==> src/hdl/object_id_pool_allocator_unit_assert.svh <==
// ----------------------------------------------------------------------------
// Assertion macros for the object id pool allocator
// Clocked implication checks used by the RTL file oidp_core.
// ----------------------------------------------------------------------------
`ifndef OBJECT_ID_POOL_ALLOCATOR_UNIT_ASSERT_SVH
`define OBJECT_ID_POOL_ALLOCATOR_UNIT_ASSERT_SVH

// Same-cycle implication, ignored while reset is high.
`define OIDP_ASSERT_NOW(label, clk, rst, ante, cons, msg) \
  label: assert property (@(posedge clk) disable iff (rst) (ante) |-> (cons)) \
    else $error(msg);

// Next-cycle implication, ignored while reset is high.
`define OIDP_ASSERT_NEXT(label, clk, rst, ante, cons, msg) \
  label: assert property (@(posedge clk) disable iff (rst) (ante) |=> (cons)) \
    else $error(msg);

`endif

==> src/hdl/oidp_pkg.sv <==
// ----------------------------------------------------------------------------
// oidp_pkg
// Shared sizes, codes and types of the object id pool allocator.
// ----------------------------------------------------------------------------
package oidp_pkg;

  localparam int POOL_SIZE = 64;
  localparam int ID_W      = $clog2(POOL_SIZE);
  localparam int COUNT_W   = $clog2(POOL_SIZE + 1);
  localparam int ACT_W     = 2;
  localparam int ST_W      = 2;

  typedef enum logic [ACT_W-1:0] {
    ACT_ALLOC = 2'd0,
    ACT_TRY   = 2'd1,
    ACT_FREE  = 2'd2
  } action_t;

  typedef enum logic [ST_W-1:0] {
    ST_OK            = 2'd0,
    ST_NONE_FREE     = 2'd1,
    ST_NOT_ALLOCATED = 2'd2,
    ST_EXHAUSTED     = 2'd3
  } status_t;

  // Free queue RAM control, one write port and one read port.
  typedef struct packed {
    logic            we;
    logic [ID_W-1:0] waddr;
    logic [ID_W-1:0] wdata;
    logic [ID_W-1:0] raddr;
  } ram_ctl_t;

  // Circular pointer increment over POOL_SIZE entries.
  function automatic logic [ID_W-1:0] ptr_inc(input logic [ID_W-1:0] ptr);
    logic [ID_W-1:0] res;
    if (ptr == ID_W'(POOL_SIZE - 1)) begin
      res = '0;
    end else begin
      res = ptr + 1'b1;
    end
    return res;
  endfunction

endpackage

==> src/hdl/object_id_pool_allocator_unit.sv <==
// ----------------------------------------------------------------------------
// object_id_pool_allocator_unit
// Object id pool: allocate, try-allocate and deallocate with FIFO reuse.
// ----------------------------------------------------------------------------
//
//   channel | handshake            | word fields
//   --------+----------------------+------------------------
//   request | req_valid/req_stall  | action, release_id
//   result  | rsp_valid/rsp_stall  | granted_id, status
//
// One request word per cycle while rsp_stall stays low; each word gives exactly one result.
// A word passes the input register, then decode/state update into the
// result register. The free queue RAM read port is kept one step ahead of
// the head pointer, which is what lets back-to-back pops run at full rate.
// Reset clears counters, pointers and the in-use bitmap; queue
// RAM contents are not cleared (only written entries are read).
// A stalled result holds the pipe: req_stall rises only when both registers
// are full and rsp_stall is high.
//
module object_id_pool_allocator_unit (
  input  logic                         clk,
  input  logic                         rst,
  input  logic                         req_valid,
  output logic                         req_stall,
  input  logic [oidp_pkg::ACT_W-1:0]   action,
  input  logic [oidp_pkg::ID_W-1:0]    release_id,
  output logic                         rsp_valid,
  input  logic                         rsp_stall,
  output logic [oidp_pkg::ID_W-1:0]    granted_id,
  output logic [oidp_pkg::ST_W-1:0]    status
);
  import oidp_pkg::*;

  // Input register
  logic              in_full;
  logic [ACT_W-1:0]  in_action;
  logic [ID_W-1:0]   in_rel;

  // Decode results
  logic [ID_W-1:0]   res_id;
  status_t           res_status;

  // Result register
  logic [ID_W-1:0]   out_id;
  status_t           out_status;

  logic              advance;

  // Work moves on whenever the result register is free or being drained.
  assign advance   = in_full && (!rsp_valid || !rsp_stall);
  assign req_stall = in_full && !advance;

  always_ff @(posedge clk) begin
    if (rst) begin
      in_full <= 1'b0;
    end else if (!req_stall) begin
      in_full <= req_valid;
    end
  end

  always_ff @(posedge clk) begin
    if (req_valid && !req_stall) begin
      in_action <= action;
      in_rel    <= release_id;
    end
  end

  oidp_core u_core (
    .clk        (clk),
    .rst        (rst),
    .advance    (advance),
    .req_action (in_action),
    .req_rel    (in_rel),
    .res_id     (res_id),
    .res_status (res_status)
  );

  always_ff @(posedge clk) begin
    if (rst) begin
      rsp_valid <= 1'b0;
    end else if (advance) begin
      rsp_valid <= 1'b1;
    end else if (!rsp_stall) begin
      rsp_valid <= 1'b0;
    end
  end

  always_ff @(posedge clk) begin
    if (advance) begin
      out_id     <= res_id;
      out_status <= res_status;
    end
  end

  assign granted_id = out_id;
  assign status     = out_status;

endmodule

==> src/hdl/oidp_fifo_ram.sv <==
// ----------------------------------------------------------------------------
// oidp_fifo_ram
// Free queue storage: one write, one registered read with write bypass.
// ----------------------------------------------------------------------------
module oidp_fifo_ram (
  input  logic                         clk,
  input  oidp_pkg::ram_ctl_t           ctl,
  output logic [oidp_pkg::ID_W-1:0]    rd_data
);
  import oidp_pkg::*;

  logic [ID_W-1:0] mem [POOL_SIZE];

  always_ff @(posedge clk) begin
    if (ctl.we) begin
      mem[ctl.waddr] <= ctl.wdata;
    end
  end

  // New data wins when the same entry is written and read in one cycle.
  always_ff @(posedge clk) begin
    if (ctl.we && (ctl.waddr == ctl.raddr)) begin
      rd_data <= ctl.wdata;
    end else begin
      rd_data <= mem[ctl.raddr];
    end
  end

endmodule

==> src/hdl/oidp_core.sv <==
// ----------------------------------------------------------------------------
// oidp_core
// Pool state, request decode and free queue pointers.
// ----------------------------------------------------------------------------
`include "object_id_pool_allocator_unit_assert.svh"

module oidp_core (
  input  logic                         clk,
  input  logic                         rst,
  input  logic                         advance,
  input  logic [oidp_pkg::ACT_W-1:0]   req_action,
  input  logic [oidp_pkg::ID_W-1:0]    req_rel,
  output logic [oidp_pkg::ID_W-1:0]    res_id,
  output oidp_pkg::status_t            res_status
);
  import oidp_pkg::*;

  logic [COUNT_W-1:0]   fresh_count;
  logic [POOL_SIZE-1:0] in_use_map;
  logic [ID_W-1:0]      queue_head;
  logic [ID_W-1:0]      queue_tail;
  logic [COUNT_W-1:0]   queue_count;
  logic [ID_W-1:0]      queue_head_next;
  logic [ID_W-1:0]      head_data;
  ram_ctl_t             ram_ctl;

  logic            pop;
  logic            push;
  logic            fresh;
  logic            rel_ok;

  assign rel_ok = ({1'b0, req_rel} < COUNT_W'(POOL_SIZE)) && in_use_map[req_rel];

  always_comb begin
    res_id     = '0;
    res_status = ST_OK;
    pop        = 1'b0;
    push       = 1'b0;
    fresh      = 1'b0;
    case (action_t'(req_action))
      ACT_ALLOC, ACT_TRY: begin
        if (queue_count != '0) begin
          pop    = 1'b1;
          res_id = head_data;
        end else if (action_t'(req_action) == ACT_TRY) begin
          res_status = ST_NONE_FREE;
        end else if (fresh_count < COUNT_W'(POOL_SIZE)) begin
          fresh  = 1'b1;
          res_id = fresh_count[ID_W-1:0];
        end else begin
          res_status = ST_EXHAUSTED;
        end
      end
      ACT_FREE: begin
        if (rel_ok) begin
          push = 1'b1;
        end else begin
          res_status = ST_NOT_ALLOCATED;
        end
      end
      default: ;
    endcase
  end

  // Read address follows the head after this cycle, so head_data is always
  // the entry at queue_head.
  assign queue_head_next = (advance && pop) ? ptr_inc(queue_head) : queue_head;

  always_comb begin
    ram_ctl.we    = advance && push;
    ram_ctl.waddr = queue_tail;
    ram_ctl.wdata = req_rel;
    ram_ctl.raddr = queue_head_next;
  end

  oidp_fifo_ram u_ram (
    .clk     (clk),
    .ctl     (ram_ctl),
    .rd_data (head_data)
  );

  always_ff @(posedge clk) begin
    if (rst) begin
      fresh_count <= '0;
      in_use_map  <= '0;
      queue_head  <= '0;
      queue_tail  <= '0;
      queue_count <= '0;
    end else if (advance) begin
      queue_head <= queue_head_next;
      if (pop) begin
        in_use_map[head_data] <= 1'b1;
        queue_count           <= queue_count - 1'b1;
      end
      if (fresh) begin
        in_use_map[fresh_count[ID_W-1:0]] <= 1'b1;
        fresh_count                       <= fresh_count + 1'b1;
      end
      if (push) begin
        in_use_map[req_rel] <= 1'b0;
        queue_tail          <= ptr_inc(queue_tail);
        queue_count         <= queue_count + 1'b1;
      end
    end
  end

  `OIDP_ASSERT_NOW(a_queue_bound, clk, rst, 1'b1, queue_count <= COUNT_W'(POOL_SIZE), "free queue over capacity")
  `OIDP_ASSERT_NOW(a_id_balance, clk, rst, 1'b1, (COUNT_W'($countones(in_use_map)) + queue_count) == fresh_count, "in use plus free does not match created ids")
  `OIDP_ASSERT_NOW(a_pop_not_in_use, clk, rst, advance && pop, !in_use_map[head_data], "queue head id already in use")
  `OIDP_ASSERT_NEXT(a_free_clears, clk, rst, advance && push, !in_use_map[$past(req_rel)], "released id still marked in use")

endmodule

==> config.mk <==
export PLATFORM = sky130hd
export DESIGN_NAME = object_id_pool_allocator_unit
export DESIGN_NICKNAME = d
export VERILOG_FILES = /design/src/hdl/oidp_pkg.sv /design/src/hdl/object_id_pool_allocator_unit.sv /design/src/hdl/oidp_fifo_ram.sv /design/src/hdl/oidp_core.sv
export VERILOG_INCLUDE_DIRS = /design/src /design/src/hdl
export SDC_FILE = /design/constraint.sdc
export NUM_CORES = 1
export LEC_CHECK = 0
export BUFFER_PORTS_ARGS = -buffer_cell sky130_fd_sc_hd__buf_2
export CAP_MARGIN = 20
export CORE_MARGIN = 2
export CORE_UTILIZATION = 60
export CTS_CLUSTER_DIAMETER = 120
export DETAILED_ROUTE_END_ITERATION = 16
export GPL_ROUTABILITY_DRIVEN = 1
export PLACE_DENSITY = 0.75
export SLEW_MARGIN = 20
export SYNTH_ARGS = -nofsm -noshare
export SYNTH_HDL_FRONTEND = slang
export SYNTH_SLANG_ARGS = --single-unit
export TNS_END_PERCENT = 100
==> constraint.sdc <==
create_clock -name clk -period 5.3 [get_ports clk]
set_clock_uncertainty 0.1 [all_clocks]
set_input_delay 0 -clock clk [delete_from_list [all_inputs] [get_ports clk]]
set_output_delay 0 -clock clk [all_outputs]
set_load 0.005 [all_outputs]
==> results of run 1 <==
==> repair_timing <==
action / 4_1_cts / 5_1_grt
hold buffers: 12 / 0
buffers inserted: 0 / 0
endpoints found under the hold margin: 42 / 0
==> per-stage QoR <==
step,worst slack (ns),utilization,area (sq um),total power [mW],cells
floorplan,0.640,-,21700,4.57,1455
global placement,0.881,0.627,22300,4.67,1899
detailed placement,0.785,0.627,22300,4.68,1899
CTS,0.767,0.673,23900,7.95,2001
global route,0.503,0.673,23900,8.12,2001
finish,0.648,0.673,23900,7.93,2001
==> kinds of logic after synthesis <==
logic type,Yosys count,share of synthesized area
flops,498,0.644
simple gates,403,0.100
compound gates,261,0.0870
mux,145,0.124
buf+inv,130,0.0355
xor+xnor,9,0.00363
fa+ha+maj,9,0.00554
==> cells in the final DEF, fill, tap and decap left out, types with 7 or more instances in the layout <==
cell type | netlist | layout
edfxtp_1 | 400 | 400
nor2_1 | 98 | 98
dfxtp_1 | 98 | 95
a21oi_1 | 85 | 85
mux4_2 | 79 | 79
buf_4 | 20 | 72
a221oi_1 | 59 | 59
nand2_1 | 56 | 56
clkbuf_16 | 0 | 49
nand4_1 | 45 | 45
nand3_1 | 41 | 41
mux2i_1 | 39 | 39
nor4_1 | 34 | 32
buf_2 | 12 | 21
nand3b_1 | 19 | 19
inv_1 | 18 | 18
o21ai_0 | 19 | 18
and3_1 | 17 | 17
nor3_1 | 20 | 15
mux4_1 | 15 | 15
clkbuf_1 | 40 | 13
mux2_2 | 12 | 12
clkinv_2 | 0 | 12
dlygate4sd3_1 | 1 | 12
nor2b_1 | 10 | 10
nand2b_1 | 9 | 9
or3_1 | 9 | 9
clkinv_1 | 0 | 9
a22oi_1 | 8 | 8
and2_1 | 8 | 8
a2111oi_0 | 8 | 8
ha_1 | 8 | 8
a31oi_1 | 7 | 7
a311oi_1 | 7 | 7
==> power groups by stage <==
stage / logic [mW] / registers (mW) / clock network [mW]
2_1_floorplan: 0.224 / 4.35 / 0
3_3_place_gp: 0.334 / 4.34 / 0
3_5_place_dp: 0.338 / 4.34 / 0
4_1_cts: 0.346 / 4.26 / 3.35
5_1_grt: 0.374 / 4.26 / 3.49
6_report: 0.356 / 4.26 / 3.32
==> worst paths after layout <==
| check | from | to | slack (ns) | cells after the start |
|---|---|---|---|---|
| max | in_rel[2] | u_core.queue_count[6] | 0.65 | 16 |
| min | release_id[4] | in_rel[4] | 0.02 | 2 |
| max reg2reg | in_rel[2] | u_core.queue_count[6] | 0.65 | 16 |
| min reg2reg | u_core.queue_head[1] | flip-flop | 0.37 | 2 |
==> routing by layer <==
metal | track usage | part of all wire
met4 | 0.127 | 0.040
met2 | 0.451 | 0.45
met5 | 0 | 0
met3 | 0.0786 | 0.13
met1 | 0.435 | 0.38
==> worst max-delay path: stages, from the launching register on <==
cell and delay [ns]:
edfxtp_1 0.90, buf_4 0.40, mux4_2 0.33, mux2i_1 0.24, o2bb2ai_1 0.12, a211o_1 0.33, nor2_1 0.11, buf_4 0.15
or2_2 0.21, ha_1 0.28, nor2b_1 0.15, o21ai_0 0.16, nand2b_1 0.12, a21o_1 0.19, a21oi_1 0.17, mux2i_1 0.21
mux2_2 0.34
==> registers in the layout, indices dropped and copies added (netlist names), named ones only <==
name                count
u_core.queue_head       6
in_rel                  6
in_full                 1
u_core.fresh_count      7
in_action               2
granted_id              6
u_core.queue_count      7
u_core.u_ram.mem      384
u_core.in_use_map      64
status                  2
u_core.queue_tail       6
rsp_valid               1
==> area by class of cell <==
cell class,count,area share
clock buffers,65,0.0550
well taps,461,0.0241
inverters,18,0.00282
flip-flops and latches,498,0.584
repair buffers,107,0.0336
multi-input cells,827,0.293
clock inverters,25,0.00810
==> results.toml, run 1 <==
[setup_path]
cp-start-kind = "flip-flop"
cp-end-kind = "flip-flop"
worstSetupPathType = "flip-flop to flip-flop"
critPathArrivalTime_ns = 5.03
cp_data_required_time_ns = 5.68
critical_path.max_fanout = 22

[logic_synthesis]
synth-edff-count = 400
synthArstFlopShare = 0
yosysMostFrequentCell = "edfxtp_1"
yosysUniqueCellTypes = 84
syn_nets = 1476
postSynthCellCount = 1455
synth_area_sq_mm = 0.0217
avgSynthCellArea_sq_um = 14.9
yosys_most_used_dff = "edfxtp_1"
synth_top_area_cell = "edfxtp_1"
synth-seq-cells = 498
yosys_warnings = 0
synth.top_cells.by_count = "edfxtp_1, dfxtp_1, nor2_1"
ys_seq_area_frac = 0.644
netlist_top_cells_area = "edfxtp_1, dfxtp_1, mux4_2"
synth_top_cell_area_share = 0.554

[sta]
rsz0062_at_grt = "false"
maxSlewHeadroom = 0.220
tightest_slew_ns = 1.16
whs_ns = 0.0173
tns_ns = 0
period_minus_slack_ns = 4.65
finalHoldViolations = 0
drv_slew = 0
fmax_mhz = 215
min_period_over_period = 0.878
setup_viol = 0

[power]
p_sw_mw = 1.73
combPwrFrac = 0.045
vdd_drop_max_mv = 0.300
power_frac_clock = 0.418
internal-power_mw = 6.20
leakage_nw = 7.49
power.share.switching = 0.218
p_seq_frac = 0.537
power_density_mw_per_mm2 = 331

[finish]
antenna_cells = 0
area_growth_pct = 10.4
nNetsFinal = 1522
fill_cells = 2426
ff_latch_area_sq_mm = 0.0140
multi_input_area_sq_mm = 0.00701
drive_gt1_frac = 0.191

[grt]
grt_max_degree = 62
grt_pass1_vias = 14000
grt_pass1_wl_um = 86400
antenna_found_initial = 0
grt.overflow.total = 0
gr-usage-all-layers = 0.305

[floorplan]
start_util = 0.610
rows = 69
die_w_um = 194
die_area_sq_mm = 0.0377
core_sq_mm = 0.0356
dieHeight_um = 194
ios = 22

[clock_tree]
clk_latency_ns = 0.59
cts_buffer_depth = 3
clock-sinks = 498
cts_buffers = 49
cts_tree = "done"
clkTransAtPathRegs_ns = 0.06
htreeDepth = 2
post_cts_resized = 0
clockRootBuffer = "clkbuf_16"

[worst_hold_path]
worstHoldPathType = "input pin to flip-flop"

[route]
drt-initial-drc-count = 2228
avgViaCountPerCell = 7.07
postRouteAntennaNets = 0
vias = 14100
dr.pass1.iters = 6
routedWlPerCell_um = 28.5
drc_errors = 0
wirelength_um = 57100

[outcome]
status = "finished clean"

[placed_design]
hpwl_um = 36100
finalWeightedCongestion = 0.952
portBuffers = 21

[flow_run]
max-cap-violations = 0
Power figures use the tool's default switching activity.
==> inputs of run 2 (changes only) <==
- ABC_CLOCK_PERIOD_IN_PS: not set -> 5300
- CORE_ASPECT_RATIO: not set -> 1.5
==> run 2 against run 1 <==
Critical path depth fell by 1. Count of clock-buffer cells in the layout fell by 8. Combinational power rose by 4%. Global-route usage rose by 0.58 points. Sequential share of layout area fell by 0.57 points. Design area rose by 0.98%. Critical path type unchanged. Non-clock buffer count rose by 12.
==> results.toml, run 2 (synthesized netlist as in run 1, its figures left out) <==
[route]
vias = 14200
drt-initial-drc-count = 1738
routedWlPerCell_um = 29.0
dr.pass1.iters = 5
postRouteAntennaNets = 0
met3WireLength_um = 4280
avgViaCountPerCell = 7.01
drc_errors = 0
met2_length_um = 29700
wirelength_um = 58500
met1_length_um = 20700
highest_layer = "met4"

[finish]
reg_top3 = "u_core.u_ram.mem x384, u_core.in_use_map x64"
antenna_cells = 0
layout_commonest_cell = "edfxtp_1"
area_growth_pct = 11.4
top_register = "u_core.u_ram.mem"
stdcell_count = 2021
layout_common_cells = "edfxtp_1, nor2_1, dfxtp_1"
fin_area_sq_mm = 0.0242
fill_cells = 2465
drive_gt1_frac = 0.199
largest_register_ffs = 384
nNetsFinal = 1530

[placed_design]
portBuffers = 21
finalWeightedCongestion = 0.938
hpwl_um = 38300
place_inst = 1925
dpl_cell_area_sq_mm = 0.0224

[sta]
fmax_mhz = 224
tightest_slew_ns = 1.07
setup_viol = 0
tns_ns = 0
min_period_over_period = 0.842
period_minus_slack_ns = 4.46
drv_slew = 0
rsz0062_at_grt = "false"
finalHoldViolations = 0
maxSlewHeadroom = 0.287

[clock_tree]
cts_buffers = 45
clockRootBuffer = "clkbuf_16"
post_cts_resized = 0
clkTransAtPathRegs_ns = 0.06
cts_buffer_depth = 3
hold_buffers = 14
clock-sinks = 498
cts_setup_buffers = 0
htreeDepth = 2
clk_latency_ns = 0.58
cts_tree = "done"

[grt]
grt.overflow.total = 0
gr-usage-all-layers = 0.311
grt_pass1_wl_um = 87800
grt_pass1_vias = 14000
grt_max_degree = 82
antenna_found_initial = 0

[setup_path]
critPathArrivalTime_ns = 4.82
cp-start-kind = "flip-flop"
critical_path.max_fanout = 45
worstSetupPathType = "flip-flop to flip-flop"
cp_data_required_time_ns = 5.66
cp-end-kind = "flip-flop"

[floorplan]
die_area_sq_mm = 0.0377
core_sq_mm = 0.0357
ios = 22
rows = 85
dieHeight_um = 237
start_util = 0.607
die_w_um = 159

[power]
leakage_nw = 7.59
power_density_mw_per_mm2 = 336
finalPower_mw = 8.13
vdd_drop_max_mv = 0.278

[outcome]
status = "finished clean"

[worst_hold_path]
worstHoldPathType = "input pin to flip-flop"

[flow_run]
max-cap-violations = 0
-- run 2: power breakdown --
group / switching (mW) / internal, mW / total [mW]
Combinational: 0.241 / 0.130 / 0.371
Clock: 1.45 / 2.06 / 3.51
Sequential: 0.0220 / 4.23 / 4.25
-- run 2: path summary, 6_finish.rpt --
check | slack, ns | cells past startpoint | endpoint | from
hold / removal | 0.04 | 2 | in_action[1] | action[1]
setup reg to reg | 0.84 | 15 | u_core.queue_count[6] | in_rel[0]
hold reg to reg | 0.37 | 2 | flip-flop | u_core.queue_head[1]
setup / recovery | 0.84 | 15 | u_core.queue_count[6] | in_rel[0]
-- run 2: routing by layer --
layer  vias to the layer above  global-route usage
li1                       5996                   -
met1                      7080               0.377
met2                       846               0.528
met3                       245              0.0459
met4                         0               0.190
met5                         -                   0
-- run 2: stage by stage --
step                utilization  setup WS, ns  hold WS [ns]
global route              0.677         0.711        0.0469
CTS                       0.676         0.589        0.0419
finish                    0.677         0.837        0.0371
global placement          0.628         0.680        0.0782
detailed placement        0.628         0.608        0.0883
floorplan                     -         0.640      -0.00113
-- run 2: critical path, cell delays in order (launching register included) --
cell	delay, ns
edfxtp_1	0.52
buf_12	0.27
mux4_2	0.53
mux2_2	0.28
o2bb2ai_1	0.18
a211o_1	0.34
nor2_1	0.25
or2_2	0.24
ha_1	0.27
nor2b_1	0.16
o21ai_0	0.17
nand2b_1	0.12
a21o_1	0.19
a21oi_1	0.17
mux2i_1	0.21
mux2_2	0.34
-- run 2: cell type report --
class	count	area [sq um]	area share
well taps	478	598	0.0247
clock inverters	24	353	0.0146
clock buffers	57	1240	0.0514
repair buffers	119	933	0.0386
multi-input cells	827	7010	0.290
flip-flops and latches	498	14000	0.578
inverters	18	67.6	0.00279
==> inputs of run 3 (changes only) <==
- ABC_CLOCK_PERIOD_IN_PS: 5300 -> 4240
- clock period: 5.3 -> 4.24 ns (I/O delays scaled with it)
==> run 3 against run 2 <==
Combinational power up 27%. Global-route usage down 0.50 points. First-iteration DRC count up 8.6%. Die area unchanged. Highest routed layer unchanged. Largest power group unchanged. Setup slack worse by 0.56 ns. Clock power up 11%. Maximum frequency up 13%. Critical path type unchanged.
==> results.toml, run 3 (synthesized netlist as in run 1, its figures left out) <==
[clock_tree]
clkTransAtPathRegs_ns = 0.07
htreeDepth = 2
clock-sinks = 498
cts_buffer_depth = 3
clk_latency_ns = 0.57
cts_setup_buffers = 0
clockRootBuffer = "clkbuf_16"
cts_tree = "done"
post_cts_resized = 0
cts_buffers = 44

[grt]
grt_pass1_wl_um = 87200
antenna_found_initial = 0
grt_pass1_vias = 14200
grt.overflow.total = 0
gr-usage-all-layers = 0.306
grt_max_degree = 55

[sta]
rsz0062_at_grt = "false"
drv_slew = 0
tns_ns = 0
tightest_slew_ns = 1.06
whs_ns = 0.0459
finalHoldViolations = 0
setup_viol = 0
setup_ws_ns = 0.279
min_period_over_period = 0.934
period_minus_slack_ns = 3.96
fmax_mhz = 252
maxSlewHeadroom = 0.287

[power]
vdd_drop_max_mv = 0.352
power_density_mw_per_mm2 = 401
leakage_nw = 7.57

[placed_design]
place_inst = 1941
dpl_worst_slack_ns = 0.335
hpwl_um = 38300
portBuffers = 21
finalWeightedCongestion = 0.973

[worst_hold_path]
worst_hold_path.num_cells = 2
hold_end = "in_action[0]"
worstHoldPathType = "input pin to flip-flop"
hp-start = "action[0]"

[finish]
antenna_cells = 0
layout_commonest_cell = "edfxtp_1"
top_register = "u_core.u_ram.mem"
reg_top3 = "u_core.u_ram.mem x384, u_core.in_use_map x64"
layout_common_cells = "edfxtp_1, nor2_1, dfxtp_1"
stdcell_count = 2034
nNetsFinal = 1543
fill_cells = 2439
area_growth_pct = 11.5
largest_register_ffs = 384
drive_gt1_frac = 0.209

[route]
dr.pass1.iters = 6
wirelength_um = 56900
avgViaCountPerCell = 6.97
drt-initial-drc-count = 1887
routedWlPerCell_um = 28.0
drc_errors = 0
vias = 14200
postRouteAntennaNets = 0

[setup_path]
rr_endpoint = "u_core.queue_count[6]"
rrSetupSlack_ns = 0.28
cp-start-kind = "flip-flop"
crit_chain = "buf_12 -> mux4_2 -> mux2_2 -> o2bb2ai_1 -> a211o_1 -> nor2_4 -> or2_4 -> inv_1 -> fa_2 -> nor2b_1 -> o21ai_1 -> nand2b_1 -> a21o_1 -> a21oi_2 -> mux2i_1 -> mux2_2"
cp-end-kind = "flip-flop"
worstSetupPathType = "flip-flop to flip-flop"
critPathMaxStageDelay_ns = 0.54
critPathArrivalTime_ns = 4.32
r2r_cells = 16
critical_path.max_fanout = 48
critPathSlowestCell = "mux4_2"
path_buf_inv = 2
crit_family = "multiplexers"
r2r_start = "in_rel[0]"
cpMostUsedCell = "mux2_2"
cp_data_required_time_ns = 4.60

[floorplan]
rows = 85
start_util = 0.607
core_sq_mm = 0.0357
ios = 22
die_area_sq_mm = 0.0377
die_w_um = 159
dieHeight_um = 237

[outcome]
status = "finished clean"

[flow_run]
max-cap-violations = 0
==> run 3: repair_timing <==
action                                 CTS  global route
hold buffers                            12             0
endpoints found under the hold margin   42             0
setup endpoints to repair                0             0
==> run 3: final cells by class <==
cell class	instances	area, sq um	share of cell area
Clock buffer	61	1180	0.0490
Clock inverter	19	213	0.00879
Inverter	18	67.6	0.00279
Multi-Input combinational cell	827	7080	0.293
Sequential cell	498	14000	0.578
Tap cell	478	598	0.0247
Timing Repair Buffer	133	1070	0.0444
==> run 3: report_power, final <==
| part | total, mW | switching, mW | internal [mW] |
|---|---|---|---|
| logic | 0.472 | 0.298 | 0.174 |
| clock network | 3.91 | 1.75 | 2.16 |
| registers | 5.31 | 0.0286 | 5.29 |
==> run 3: metrics by stage <==
stage	util	power [mW]	cell area, sq um
after floorplan	-	5.72	21800
after global placement	0.632	5.87	22600
after detailed placement	0.635	5.87	22700
after CTS	0.677	9.73	24200
after global routing	0.677	9.94	24200
final	0.677	9.70	24200
==> run 3: how the worst max path moves through the flow <==
stage               from                     to  slack (ns)  cells after the start
5_1_grt        flip-flop  u_core.in_use_map[34]        0.11                      8
3_5_place_dp   in_rel[0]  u_core.queue_count[6]        0.34                     16
6_report       in_rel[0]  u_core.queue_count[6]        0.28                     16
2_1_floorplan  in_rel[0]  u_core.queue_count[6]       -0.02                     15
3_3_place_gp   in_rel[0]  u_core.queue_count[6]        0.35                     16
4_1_cts        flip-flop  u_core.in_use_map[36]        0.34                      8
==> run 3: per-layer routing <==
layer	share of wire	routed length (um)	GRT usage	vias to the layer above
met2	0.50	28500	0.516	872
met3	0.086	4900	0.0494	234
met4	0.060	3390	0.168	0
met5	0	0	0	-
met1	0.35	20100	0.379	7060
li1	-	-	-	6011
